===== src/hw/rtl/ffgtg_pkg.sv =====
// ffgtg_pkg: widths, fixed-point constants and the cordic arctangent table
// shared by the formation follower go-to-goal controller and its units
// no dependencies
`default_nettype none

package ffgtg_pkg;

    // field widths
    localparam int POS_W   = 16;   // q8.8 position
    localparam int HEAD_W  = 15;   // q.12 yaw
    localparam int CFG_W   = 13;   // config register width
    localparam int SPEED_W = 12;   // q.12 speed
    localparam int RATE_W  = 16;   // q.12 turn rate

    // datapath widths
    localparam int DIFF_W  = 18;            // goal minus own position
    localparam int PROD_W  = 2 * DIFF_W;    // shared multiplier product
    localparam int ROOT_W  = 18;            // distance, floor sqrt
    localparam int RAD_W   = 2 * ROOT_W;    // radicand
    localparam int REM_W   = ROOT_W + 2;    // square root remainder
    localparam int CRD_W   = 32;            // cordic x/y
    localparam int CRD_SH  = 12;            // input scaling of cordic x/y
    localparam int Z_W     = 20;            // q.16 angle accumulator
    localparam int ATAN_W  = 16;
    localparam int ATAN_IDX_W = 5;

    // fixed-point constants
    localparam logic signed [Z_W-1:0]      PI_Q16     = 20'sd205887;
    localparam logic signed [HEAD_W-1:0]   PI_Q12     = 15'sd12868;
    localparam logic signed [RATE_W-1:0]   WRAP_LIMIT = -16'sd12861;
    localparam logic signed [DIFF_W-1:0]   WRAP_ADD   = 18'sd25723;
    localparam logic signed [DIFF_W-1:0]   WRAP_GAIN  = 18'sd819;
    localparam logic signed [POS_W-1:0]    DEF_OFFSET_X = -16'sd512;
    localparam logic [SPEED_W-1:0] SPEED_FAST = 12'd1638;
    localparam logic [SPEED_W-1:0] SPEED_MID  = 12'd1229;
    localparam logic [SPEED_W-1:0] SPEED_SLOW = 12'd819;

    // atan(2^-i) in q.16
    function automatic logic [ATAN_W-1:0] atan_q16(input logic [ATAN_IDX_W-1:0] idx);
        logic [ATAN_W-1:0] v;
        unique case (idx)
            5'd0:    v = 16'd51472;
            5'd1:    v = 16'd30385;
            5'd2:    v = 16'd16055;
            5'd3:    v = 16'd8150;
            5'd4:    v = 16'd4091;
            5'd5:    v = 16'd2047;
            5'd6:    v = 16'd1024;
            5'd7:    v = 16'd512;
            5'd8:    v = 16'd256;
            5'd9:    v = 16'd128;
            5'd10:   v = 16'd64;
            5'd11:   v = 16'd32;
            5'd12:   v = 16'd16;
            5'd13:   v = 16'd8;
            5'd14:   v = 16'd4;
            5'd15:   v = 16'd2;
            5'd16:   v = 16'd1;
            default: v = 16'd0;
        endcase
        return v;
    endfunction

endpackage

`default_nettype wire


===== src/hw/rtl/ffgtg_isqrt.sv =====
// ffgtg_isqrt: floor integer square root, one result bit per cycle
// depends on ffgtg_pkg
`default_nettype none

module ffgtg_isqrt (
    input  wire logic                          i_clk,
    input  wire logic                          i_rst_n,
    input  wire logic                          i_start,
    input  wire logic [ffgtg_pkg::RAD_W-1:0]   i_radicand,
    output logic                               o_busy,
    output logic [ffgtg_pkg::ROOT_W-1:0]       o_root
);

    localparam int CNT_W = $clog2(ffgtg_pkg::ROOT_W + 1);

    logic [CNT_W-1:0]                r_cnt;
    logic [ffgtg_pkg::RAD_W-1:0]     r_rad;
    logic [ffgtg_pkg::REM_W-1:0]     r_rem;
    logic [ffgtg_pkg::ROOT_W-1:0]    r_root;

    logic [ffgtg_pkg::REM_W+1:0]     w_rem_sh;
    logic [ffgtg_pkg::REM_W+1:0]     w_trial;
    logic                            w_fit;

    assign w_rem_sh = {r_rem, r_rad[ffgtg_pkg::RAD_W-1 -: 2]};
    assign w_trial  = {2'b00, r_root, 2'b01};
    assign w_fit    = (w_rem_sh >= w_trial);

    always_ff @(posedge i_clk) begin
        if (!i_rst_n) begin
            r_cnt <= '0;
        end else if (i_start) begin
            r_cnt <= CNT_W'(ffgtg_pkg::ROOT_W);
        end else if (r_cnt != '0) begin
            r_cnt <= r_cnt - 1'b1;
        end
    end

    // one digit pair per cycle
    always_ff @(posedge i_clk) begin
        if (i_start) begin
            r_rad  <= i_radicand;
            r_rem  <= '0;
            r_root <= '0;
        end else if (r_cnt != '0) begin
            r_rad <= {r_rad[ffgtg_pkg::RAD_W-3:0], 2'b00};
            if (w_fit) begin
                r_rem  <= ffgtg_pkg::REM_W'(w_rem_sh - w_trial);
                r_root <= {r_root[ffgtg_pkg::ROOT_W-2:0], 1'b1};
            end else begin
                r_rem  <= ffgtg_pkg::REM_W'(w_rem_sh);
                r_root <= {r_root[ffgtg_pkg::ROOT_W-2:0], 1'b0};
            end
        end
    end

    assign o_busy = (r_cnt != '0);
    assign o_root = r_root;

endmodule

`default_nettype wire


===== src/hw/rtl/ffgtg_cordic.sv =====
// ffgtg_cordic: vectoring cordic atan2, one micro-rotation per cycle
// plus a rounding step; depends on ffgtg_pkg
`default_nettype none

module ffgtg_cordic #(
    parameter int STEPS = 16
) (
    input  wire logic                                i_clk,
    input  wire logic                                i_rst_n,
    input  wire logic                                i_start,
    input  wire logic signed [ffgtg_pkg::DIFF_W-1:0] i_dx,
    input  wire logic signed [ffgtg_pkg::DIFF_W-1:0] i_dy,
    output logic                                     o_busy,
    output logic signed [ffgtg_pkg::HEAD_W-1:0]      o_angle
);

    localparam int IW = $clog2(STEPS);

    logic                                   r_busy;
    logic                                   r_round;
    logic                                   r_zero;
    logic [IW-1:0]                          r_i;
    logic signed [ffgtg_pkg::CRD_W-1:0]     r_x;
    logic signed [ffgtg_pkg::CRD_W-1:0]     r_y;
    logic signed [ffgtg_pkg::Z_W-1:0]       r_z;
    logic signed [ffgtg_pkg::HEAD_W-1:0]    r_angle;

    logic signed [ffgtg_pkg::CRD_W-1:0]     w_x0;
    logic signed [ffgtg_pkg::CRD_W-1:0]     w_y0;
    logic signed [ffgtg_pkg::CRD_W-1:0]     w_xs;
    logic signed [ffgtg_pkg::CRD_W-1:0]     w_ys;
    logic signed [ffgtg_pkg::Z_W-1:0]       w_atan;
    logic signed [ffgtg_pkg::Z_W-1:0]       w_zr;

    assign w_x0   = ffgtg_pkg::CRD_W'(i_dx) <<< ffgtg_pkg::CRD_SH;
    assign w_y0   = ffgtg_pkg::CRD_W'(i_dy) <<< ffgtg_pkg::CRD_SH;
    assign w_xs   = r_x >>> r_i;
    assign w_ys   = r_y >>> r_i;
    assign w_atan = ffgtg_pkg::Z_W'(ffgtg_pkg::atan_q16(ffgtg_pkg::ATAN_IDX_W'(r_i)));
    assign w_zr   = (r_z + ffgtg_pkg::Z_W'(8)) >>> 4;

    always_ff @(posedge i_clk) begin
        if (!i_rst_n) begin
            r_busy  <= 1'b0;
            r_round <= 1'b0;
        end else if (i_start) begin
            r_busy  <= 1'b1;
            r_round <= 1'b0;
        end else if (r_busy && r_round) begin
            r_busy  <= 1'b0;
            r_round <= 1'b0;
        end else if (r_busy && r_i == IW'(STEPS - 1)) begin
            r_round <= 1'b1;
        end
    end

    always_ff @(posedge i_clk) begin
        if (i_start) begin
            r_i    <= '0;
            r_zero <= (i_dx == '0) && (i_dy == '0);
            // left half plane: pre-rotate by pi
            if (i_dx < 0) begin
                r_x <= -w_x0;
                r_y <= -w_y0;
                r_z <= (i_dy >= 0) ? ffgtg_pkg::PI_Q16 : -ffgtg_pkg::PI_Q16;
            end else begin
                r_x <= w_x0;
                r_y <= w_y0;
                r_z <= '0;
            end
        end else if (r_busy && !r_round) begin
            r_i <= r_i + 1'b1;
            if (r_y >= 0) begin
                r_x <= r_x + w_ys;
                r_y <= r_y - w_xs;
                r_z <= r_z + w_atan;
            end else begin
                r_x <= r_x - w_ys;
                r_y <= r_y + w_xs;
                r_z <= r_z - w_atan;
            end
        end else if (r_busy && r_round) begin
            if (r_zero) begin
                r_angle <= '0;
            end else if (w_zr > ffgtg_pkg::Z_W'(ffgtg_pkg::PI_Q12)) begin
                r_angle <= ffgtg_pkg::PI_Q12;
            end else if (w_zr < -ffgtg_pkg::Z_W'(ffgtg_pkg::PI_Q12)) begin
                r_angle <= -ffgtg_pkg::PI_Q12;
            end else begin
                r_angle <= ffgtg_pkg::HEAD_W'(w_zr);
            end
        end
    end

    assign o_busy  = r_busy;
    assign o_angle = r_angle;

endmodule

`default_nettype wire


===== src/hw/rtl/formation_follower_go_to_goal.sv =====
// formation_follower_go_to_goal: follower formation controller, top level
// sequencer, pose state, shared multiplier; uses ffgtg_pkg, ffgtg_isqrt, ffgtg_cordic
//
//   channel   dir  handshake                      payload
//   s_axis    in   i_s_axis_tvalid/o_..._tready   tdata pos_x,pos_y,heading; tuser op
//   m_axis    out  o_m_axis_tvalid/i_..._tready   tdata linear_speed,angular_rate
//   cfg       in   i_cfg_valid/o_cfg_ready        i_cfg_index, i_cfg_data
//
// odometry and offset beats only update the pose or offset registers; a leader pose
// beat runs the difference, squaring, start, run, gain and finish steps, the run step
// waiting on the 18 digit steps of the square root unit and the cordic unit beside it
// i_rst_n is synchronous, active low; it restores config defaults and clears poses
// a finished command waits in the output register; the next odometry or offset
// beat is still taken, a new leader pose stalls only until that register frees
`default_nettype none

module formation_follower_go_to_goal #(
    parameter int CORDIC_STEPS = 16
) (
    input  wire logic        i_clk,
    input  wire logic        i_rst_n,
    // slave stream
    input  wire logic        i_s_axis_tvalid,
    output logic             o_s_axis_tready,
    input  wire logic [47:0] i_s_axis_tdata,   // pos_x[15:0], pos_y[31:16], heading[46:32]
    input  wire logic [1:0]  i_s_axis_tuser,   // op[1:0]
    // master stream
    output logic             o_m_axis_tvalid,
    input  wire logic        i_m_axis_tready,
    output logic [31:0]      o_m_axis_tdata,   // linear_speed[11:0], angular_rate[27:12]
    // config write
    input  wire logic        i_cfg_valid,
    output logic             o_cfg_ready,
    input  wire logic [2:0]  i_cfg_index,
    input  wire logic [12:0] i_cfg_data
);

    // op codes
    localparam logic [1:0] OP_LEADER = 2'd0;
    localparam logic [1:0] OP_ODOM   = 2'd1;
    localparam logic [1:0] OP_OFFSET = 2'd2;

    // config register indexes
    localparam logic [2:0] CFG_FAR   = 3'd0;
    localparam logic [2:0] CFG_NEAR  = 3'd1;
    localparam logic [2:0] CFG_STOP  = 3'd2;
    localparam logic [2:0] CFG_TOL   = 3'd3;
    localparam logic [2:0] CFG_ALIGN = 3'd4;

    localparam int PW = ffgtg_pkg::POS_W;
    localparam int HW = ffgtg_pkg::HEAD_W;
    localparam int DW = ffgtg_pkg::DIFF_W;
    localparam int CW = ffgtg_pkg::CFG_W;
    localparam int RW = ffgtg_pkg::RATE_W;

    typedef enum logic [7:0] {
        ST_IDLE   = 8'b0000_0001,
        ST_DIFF   = 8'b0000_0010,
        ST_SQX    = 8'b0000_0100,
        ST_SQY    = 8'b0000_1000,
        ST_START  = 8'b0001_0000,
        ST_RUN    = 8'b0010_0000,
        ST_GAIN   = 8'b0100_0000,
        ST_FINISH = 8'b1000_0000
    } t_state;

    t_state r_state, n_state;

    // configuration
    logic [CW-1:0] r_far, r_near, r_stop, r_tol, r_align;

    // pose and offset state
    logic signed [PW-1:0] r_leader_x, r_leader_y, r_own_x, r_own_y;
    logic signed [PW-1:0] r_offset_x, r_offset_y;
    logic signed [HW-1:0] r_leader_hd, r_own_hd;

    // datapath
    logic signed [DW-1:0]                    r_dx, r_dy;
    logic [ffgtg_pkg::PROD_W-1:0]            r_acc;
    logic signed [RW-1:0]                    r_err;
    logic signed [DW-1:0]                    r_ea;

    // output register
    logic                                    r_out_valid;
    logic [ffgtg_pkg::SPEED_W-1:0]           r_out_speed;
    logic signed [RW-1:0]                    r_out_rate;

    // input fields
    logic signed [PW-1:0] w_px, w_py;
    logic signed [HW-1:0] w_hd;
    logic [1:0]           w_op;
    logic                 w_s_fire;
    logic                 w_cfg_fire;

    assign w_px = i_s_axis_tdata[15:0];
    assign w_py = i_s_axis_tdata[31:16];
    assign w_hd = i_s_axis_tdata[46:32];
    assign w_op = i_s_axis_tuser;

    assign o_s_axis_tready = (r_state == ST_IDLE);
    assign w_s_fire        = i_s_axis_tvalid && o_s_axis_tready;
    assign o_cfg_ready     = 1'b1;
    assign w_cfg_fire      = i_cfg_valid && o_cfg_ready;

    // iterative units
    logic                               w_sq_busy, w_cd_busy, w_start;
    logic [ffgtg_pkg::ROOT_W-1:0]       w_dist;
    logic signed [HW-1:0]               w_bearing;

    assign w_start = (r_state == ST_START);

    ffgtg_isqrt u_isqrt (
        .i_clk      (i_clk),
        .i_rst_n    (i_rst_n),
        .i_start    (w_start),
        .i_radicand (r_acc),
        .o_busy     (w_sq_busy),
        .o_root     (w_dist)
    );

    ffgtg_cordic #(
        .STEPS (CORDIC_STEPS)
    ) u_cordic (
        .i_clk   (i_clk),
        .i_rst_n (i_rst_n),
        .i_start (w_start),
        .i_dx    (r_dx),
        .i_dy    (r_dy),
        .o_busy  (w_cd_busy),
        .o_angle (w_bearing)
    );

    // shared multiplier: squares of dx and dy, then the 0.2 wrap gain
    logic signed [DW-1:0]                w_mul_a, w_mul_b;
    logic signed [ffgtg_pkg::PROD_W-1:0] w_prod;

    always_comb begin
        unique case (r_state)
            ST_SQX: begin
                w_mul_a = r_dx;
                w_mul_b = r_dx;
            end
            ST_SQY: begin
                w_mul_a = r_dy;
                w_mul_b = r_dy;
            end
            default: begin
                w_mul_a = r_ea;
                w_mul_b = ffgtg_pkg::WRAP_GAIN;
            end
        endcase
    end

    assign w_prod = w_mul_a * w_mul_b;

    // heading error, held for the finish step
    logic signed [RW-1:0] w_err;
    assign w_err = RW'(w_bearing) - RW'(r_own_hd);

    // offset y for an offset beat: doubled when x offset is zero, saturated
    logic signed [PW-1:0] w_off_y;
    always_comb begin
        if (w_px != '0) begin
            w_off_y = w_py;
        end else if (w_py[PW-1:PW-2] == 2'b01) begin
            w_off_y = {1'b0, {(PW-1){1'b1}}};
        end else if (w_py[PW-1:PW-2] == 2'b10) begin
            w_off_y = {1'b1, {(PW-1){1'b0}}};
        end else begin
            w_off_y = {w_py[PW-2:0], 1'b0};
        end
    end

    // command formation
    logic [ffgtg_pkg::SPEED_W-1:0] w_speed;
    logic signed [RW-1:0]          w_rate;
    logic signed [ffgtg_pkg::PROD_W-1:0] w_wrapped;
    logic signed [HW+1:0]          w_lead_minus_own;
    logic [ffgtg_pkg::ROOT_W-1:0]  w_far_x, w_near_x, w_stop_x;

    assign w_far_x   = ffgtg_pkg::ROOT_W'(r_far);
    assign w_near_x  = ffgtg_pkg::ROOT_W'(r_near);
    assign w_stop_x  = ffgtg_pkg::ROOT_W'(r_stop);
    assign w_wrapped = ($signed(r_acc) + ffgtg_pkg::PROD_W'(2048)) >>> 12;
    assign w_lead_minus_own = (HW+2)'(r_leader_hd) - (HW+2)'(r_own_hd);

    always_comb begin
        if (w_dist > w_stop_x) begin
            // driving: speed by band, turn rate from heading error
            if (w_dist > w_far_x) begin
                w_speed = ffgtg_pkg::SPEED_FAST;
            end else if (w_dist < w_far_x && w_dist > w_near_x) begin
                w_speed = ffgtg_pkg::SPEED_MID;
            end else begin
                w_speed = ffgtg_pkg::SPEED_SLOW;
            end
            if (r_err < ffgtg_pkg::WRAP_LIMIT) begin
                w_rate = RW'(w_wrapped);
            end else begin
                w_rate = r_err;
            end
        end else begin
            // inside stop radius: align with leader yaw only, and only for a non-negative leader yaw
            w_speed = '0;
            if (!r_leader_hd[HW-1] && w_lead_minus_own > $signed((HW+2)'(r_tol))) begin
                w_rate = RW'(r_align);
            end else if (!r_leader_hd[HW-1]
                         && -w_lead_minus_own > $signed((HW+2)'(r_tol))) begin
                w_rate = -RW'(r_align);
            end else begin
                w_rate = '0;
            end
        end
    end

    // sequencer
    always_comb begin
        n_state = r_state;
        unique case (r_state)
            ST_IDLE: begin
                if (w_s_fire && w_op == OP_LEADER) begin
                    n_state = ST_DIFF;
                end
            end
            ST_DIFF:  n_state = ST_SQX;
            ST_SQX:   n_state = ST_SQY;
            ST_SQY:   n_state = ST_START;
            ST_START: n_state = ST_RUN;
            ST_RUN: begin
                if (!w_sq_busy && !w_cd_busy) begin
                    n_state = ST_GAIN;
                end
            end
            ST_GAIN:  n_state = ST_FINISH;
            ST_FINISH: begin
                if (!r_out_valid || i_m_axis_tready) begin
                    n_state = ST_IDLE;
                end
            end
            default:  n_state = ST_IDLE;
        endcase
    end

    always_ff @(posedge i_clk) begin
        if (!i_rst_n) begin
            r_state <= ST_IDLE;
        end else begin
            r_state <= n_state;
        end
    end

    // configuration registers
    always_ff @(posedge i_clk) begin
        if (!i_rst_n) begin
            r_far   <= 13'd384;
            r_near  <= 13'd128;
            r_stop  <= 13'd51;
            r_tol   <= 13'd410;
            r_align <= 13'd2048;
        end else if (w_cfg_fire) begin
            unique case (i_cfg_index)
                CFG_FAR:   r_far   <= i_cfg_data;
                CFG_NEAR:  r_near  <= i_cfg_data;
                CFG_STOP:  r_stop  <= i_cfg_data;
                CFG_TOL:   r_tol   <= i_cfg_data;
                CFG_ALIGN: r_align <= i_cfg_data;
                default: ;
            endcase
        end
    end

    // pose and offset state
    always_ff @(posedge i_clk) begin
        if (!i_rst_n) begin
            r_leader_x  <= '0;
            r_leader_y  <= '0;
            r_leader_hd <= '0;
            r_own_x     <= '0;
            r_own_y     <= '0;
            r_own_hd    <= '0;
            r_offset_x  <= '0;
            r_offset_y  <= '0;
        end else if (w_s_fire) begin
            unique case (w_op)
                OP_LEADER: begin
                    r_leader_x  <= w_px;
                    r_leader_y  <= w_py;
                    r_leader_hd <= w_hd;
                    // unset formation falls back to an x offset of minus two metres
                    if (r_offset_x == '0 && r_offset_y == '0) begin
                        r_offset_x <= ffgtg_pkg::DEF_OFFSET_X;
                    end
                end
                OP_ODOM: begin
                    r_own_x  <= w_px;
                    r_own_y  <= w_py;
                    r_own_hd <= w_hd;
                end
                OP_OFFSET: begin
                    r_offset_x <= w_px;
                    r_offset_y <= w_off_y;
                end
                default: ;
            endcase
        end
    end

    // datapath registers
    always_ff @(posedge i_clk) begin
        unique case (r_state)
            ST_DIFF: begin
                // goal = (leader_x - offset_x, leader_y + offset_y)
                r_dx <= DW'(r_leader_x) - DW'(r_offset_x) - DW'(r_own_x);
                r_dy <= DW'(r_leader_y) + DW'(r_offset_y) - DW'(r_own_y);
            end
            ST_SQX:  r_acc <= w_prod;
            ST_SQY:  r_acc <= r_acc + w_prod;
            ST_RUN: begin
                r_err <= w_err;
                r_ea  <= DW'(w_err) + ffgtg_pkg::WRAP_ADD;
            end
            ST_GAIN: r_acc <= w_prod;
            default: ;
        endcase
    end

    // output register
    always_ff @(posedge i_clk) begin
        if (!i_rst_n) begin
            r_out_valid <= 1'b0;
        end else if (r_state == ST_FINISH && (!r_out_valid || i_m_axis_tready)) begin
            r_out_valid <= 1'b1;
        end else if (i_m_axis_tready) begin
            r_out_valid <= 1'b0;
        end
    end

    always_ff @(posedge i_clk) begin
        if (r_state == ST_FINISH && (!r_out_valid || i_m_axis_tready)) begin
            r_out_speed <= w_speed;
            r_out_rate  <= w_rate;
        end
    end

    assign o_m_axis_tvalid = r_out_valid;
    assign o_m_axis_tdata  = {4'b0000, r_out_rate, r_out_speed};

    // checks
    a_leader_starts: assert property (@(posedge i_clk) disable iff (!i_rst_n)
        (w_s_fire && w_op == OP_LEADER) |=> (r_state == ST_DIFF))
        else $error("leader pose did not start the command sequence");

    a_offset_set: assert property (@(posedge i_clk) disable iff (!i_rst_n)
        (r_state == ST_DIFF) |-> !(r_offset_x == '0 && r_offset_y == '0))
        else $error("goal formed with an all-zero offset");

    a_units_started: assert property (@(posedge i_clk) disable iff (!i_rst_n)
        (r_state == ST_START) |=> (w_sq_busy && w_cd_busy))
        else $error("iterative units not busy after start");

    a_speed_legal: assert property (@(posedge i_clk) disable iff (!i_rst_n)
        o_m_axis_tvalid |-> (r_out_speed == '0 || r_out_speed == ffgtg_pkg::SPEED_FAST
            || r_out_speed == ffgtg_pkg::SPEED_MID || r_out_speed == ffgtg_pkg::SPEED_SLOW))
        else $error("linear speed outside the band set");

    a_out_from_finish: assert property (@(posedge i_clk) disable iff (!i_rst_n)
        $rose(r_out_valid) |-> ($past(r_state) == ST_FINISH))
        else $error("command loaded outside the finish step");

endmodule

`default_nettype wire

===== config.mk =====
export PLATFORM = sky130hd
export DESIGN_NAME = formation_follower_go_to_goal
export DESIGN_NICKNAME = d
export VERILOG_FILES = /design/src/hw/rtl/ffgtg_pkg.sv /design/src/hw/rtl/ffgtg_isqrt.sv /design/src/hw/rtl/ffgtg_cordic.sv /design/src/hw/rtl/formation_follower_go_to_goal.sv
export SDC_FILE = /design/constraint.sdc
export NUM_CORES = 2
export LEC_CHECK = 0
export BUFFER_PORTS_ARGS = -buffer_cell sky130_fd_sc_hd__buf_2
export CORE_ASPECT_RATIO = 0.8
export CORE_MARGIN = 1.5
export CORE_UTILIZATION = 40
export CTS_CLUSTER_SIZE = 30
export DETAILED_ROUTE_END_ITERATION = 7
export PLACE_DENSITY = 0.6
export SLEW_MARGIN = 20
export SYNTH_ARGS = -nofsm -noshare
export SYNTH_HDL_FRONTEND = slang
export SYNTH_SLANG_ARGS = --single-unit

===== constraint.sdc =====
create_clock -name i_clk -period 10 [get_ports i_clk]
set_input_delay 2.5 -clock i_clk [delete_from_list [all_inputs] [get_ports i_clk]]
set_output_delay 2.5 -clock i_clk [all_outputs]
set_load 0.02 [all_outputs]

==> summary.txt <==
Final layout
  – Fill cell count: 12,210
  – Synthesis-to-layout area growth: 14.81%
  – Antenna diode count: 0
  – Post-layout nets: 6,967
  – Share of cells above drive strength 1: 13.35%
  – Post-route cell area: 58,430 µm²
  – Final core utilization: 46.49%

Drt
  – Top sig layer: met5
  – DR vias/cell: between 5 and 6
  – Drc violations: 0
  – Post-DRT Antenna Nets: 0
  – 1st-pass router iterations: 5
  – Starting DRC count in detailed routing: 3,288
  – Routed wl met2: 60,860 µm
  – Met3 WL: 10,480 µm
  – Via count: 41,940
  – M1 WL: 71,560 µm
  – Wire per inst: approximately 19 µm
  – Final WL: 145,300 µm

Global route
  – Total Routing Usage GR: 22.13%
  – Gr ovfl total: 0
  – Vias in the first global route: approximately 40,000
  – Largest net degree at the start of global routing: between 70 and 80
  – First-pass GRT wire length: ~230,000 µm
  – Initial antenna violation count: 8

Critical path
  – RR Endpoint: r_acc[35]
  – Worst setup path start: r_state[7]
  – Setup slack, reg-to-reg: between 300 and 400 ps
  – R2R depth: 47
  – Critical Path End: r_acc[35]
  – Startpoint types: flip-flop
  – Slowest-stage cell, CP: fa_1
  – WP data required: ~10,000 ps
  – Critical path capture point type: flip-flop
  – CP Max Fanout: 6
  – Slowest stage delay, CP: about 530 ps
  – Crit Reg-Reg Startpoint: r_state[7]
  – Critical path type: flip-flop to flip-flop
  – Data arrival, critical path: 10,050 ps

Logic synthesis
  – XOR/XNOR share of the synthesized area: 6.178%
  – Simple-gate share of the synthesized area: 16.32%
  – Async SR Flop Fraction: 0%
  – Cell variety after synth: 100
  – Register area share after synthesis: about a quarter
  – Most frequent cell after synthesis: nand2_1
  – Share of the synthesized area in the top cell type: 15.46%
  – Post-synth top cells: nand2_1, inv_1, nor2_1
  – Area leader, netlist: edfxtp_1
  – Post-synthesis compound-gate area fraction: between 10% and 20%
  – Post-synth EDFFs: 262
  – Post-synthesis mux area share: slightly below 5%
  – Adder-Cell Fraction of Synth Area: 23.96%
  – Post-Syn Area: a little over 50,000 µm²
  – Ys Warns: 0
  – #FFs+latches synth: ~530
  – Synth Flop Type: dfxtp_1
  – Avg Inst Size Synth: between 8 and 9 µm²
  – Synth top area cells: edfxtp_1, fa_1, dfxtp_1, ha_1, nand2_1
  – Synth Instances: between 5,000 and 6,000
  – Main combinational cell family by area after synthesis: adder cells

Floorplanning
  – Number of I/O pins: 106
  – Die width: roughly 400 µm
  – Die height: approximately 320 µm
  – # rows: 116
  – Core footprint: 125,700 µm²
  – Die footprint: around 130,000 µm²
  – Initial core utilization: 40.49%

Placed design
  – DP Wirelength: 113,500 µm
  – Port bufs: 98
  – Cell Area, Placed: 55,020 µm²
  – GPL Wtd Cong: 0.9538

STA
  – Worst slew margin: 25.52%
  – Final setup violation count: 0
  – Post-route clock period utilization: 96.74%
  – FMAX: 0.1034 GHz
  – Setup TNS: 0 ps
  – Minimum clock period: slightly below 10,000 ps
  – Final Hold Vio Count: 0
  – Fin. max-slew vios: 0
  – Worst-Margin Slew: 1117 ps
  – Worst Skew: a little over 50 ps

Power and ir drop
  – Power per standard cell area: 158.1 nW/µm²
  – Max VDD drop: about 0.00015 V
  – Total Power: 9.241 mW
  – LEAKAGE: 25.21 nW

Clocking
  – Max Root-Sink Buffers: 3
  – Num CTS Buffers: 66
  – Clock root buffer: clkbuf_16
  – Worst-path clk slew: 60 ps
  – TritonCTS clock tree: done
  – H-tree depth: 3
  – Hold_buf cts: 0
  – CTS sink cnt: 527
  – Clk_lat worst skew: 670 ps

Outcome
  – Status: finished, final reports clean

Worst hold path
  – Worst Hold Class: flip-flop to flip-flop

Run
  – Maxcap violations: 0
flip-flops by register name, summed over array words and instances, names as in the netlist, 17 cells and up:
signal / cells
r_dx: 18
u_cordic.r_y: 32
u_isqrt.r_rad: 36
u_cordic.r_x: 32
u_isqrt.o_root: 18
u_cordic.r_z: 20
r_ea: 17
r_dy: 18
u_isqrt.r_rem: 20
r_acc: 36
final cells by class:
class                   instances  area (µm²)  share of cell area [%]
well taps                    1652        2067                   3.537
clock inverters                34       478.0                  0.8179
repair buffers                450        3343                   5.721
flip-flops and latches        527       13190                   22.57
clock buffers                  84        1802                   3.083
multi-input cells            4363       34770                   59.51
inverters                     735        2781                   4.760
critical path: cells and delay by family (launching register included):
family | cells | cell delay [ps]
buffers and inverters | 13 | 1420
XOR/XNOR | 2 | 270
AO/OA/AOI/OAI | 14 | 2860
AND/OR/NAND/NOR | 9 | 980
multiplexers | 1 | 210
adder cells (fa/ha/maj) | 8 | 3280
flip-flops | 1 | 330
power breakdown:
group	total, mW	leakage, nW	switching (mW)	internal, mW
sequential	2.86	4.57	0.202	2.66
clock	2.53	1.09	1.07	1.46
combinational	3.85	19.6	2.21	1.64
total	9.24	25.2	3.48	5.76
worst min path at each step:
| stage | from | end | slack [ps] | cells after the start |
|---|---|---|---|---|
| 3_5_place_dp | u_isqrt.r_rem[18] | u_isqrt.r_rem[18] | 450 | 2 |
| 3_3_place_gp | u_isqrt.o_root[0] | u_isqrt.o_root[1] | 450 | 2 |
| 2_1_floorplan | u_isqrt.r_rem[18] | u_isqrt.r_rem[18] | 420 | 2 |
| 6_report | r_own_hd[1] | r_own_hd[1] | 460 | 2 |
| 4_1_cts | r_own_hd[14] | r_own_hd[14] | 460 | 2 |
| 5_1_grt | r_own_x[7] | r_own_x[7] | 480 | 2 |
layout by cell type, fill, tap and decap left out, types with 35 or more instances in the layout:
| cell | count |
|---|---|
| buf_2 | 97 |
| clkbuf_16 | 69 |
| nor3_1 | 60 |
| nand2_1 | 966 |
| a21boi_0 | 166 |
| nand3_1 | 76 |
| o31ai_1 | 39 |
| nand4_1 | 35 |
| buf_4 | 327 |
| nor2_1 | 389 |
| a211oi_1 | 45 |
| o21a_1 | 54 |
| mux4_2 | 57 |
| nand2b_1 | 48 |
| o21ai_0 | 289 |
| nor2b_1 | 60 |
| xor2_1 | 130 |
| a21o_1 | 100 |
| inv_1 | 716 |
| edfxtp_1 | 262 |
| mux2i_1 | 48 |
| ha_1 | 370 |
| xnor2_1 | 223 |
| a21oi_1 | 254 |
| fa_1 | 359 |
| dfxtp_1 | 256 |
cells by family after synthesis:
| group | count (synthesis) |
|---|---|
| compound gates | 1208 |
| xor+xnor | 359 |
| fa+ha+maj | 755 |
| buf+inv | 973 |
| flops | 527 |
| mux | 151 |
| other cells | 2 |
| simple gates | 1883 |
per-layer routing:
metal  GRT usage [%]  up-vias
met5               0        -
met4           3.662        4
met3           3.679      149
met2           32.79     1213
met1           33.92    20260
li1                -    20310
per-stage QoR:
| step | instances | setup WS, ps | hold WS (ps) |
|---|---|---|---|
| 2_1_floorplan | 5863 | 48.97 | 420.6 |
| 3_3_place_gp | 7694 | -438.6 | 447.8 |
| 3_5_place_dp | 7694 | -494.7 | 450.0 |
| 4_1_cts | 7818 | 36.59 | 463.2 |
| 5_1_grt | 7845 | -83.71 | 477.7 |
| 6_report | 7845 | 326.4 | 459.6 |
repair_timing:
item	4_1_cts	5_1_grt
cloned	0	2
endpoints found under the setup margin	6	8
pin swaps	11	88
gates resized for setup	36	156
buffers inserted	6	28
No activity file was read; power rests on OpenSTA's default activity.
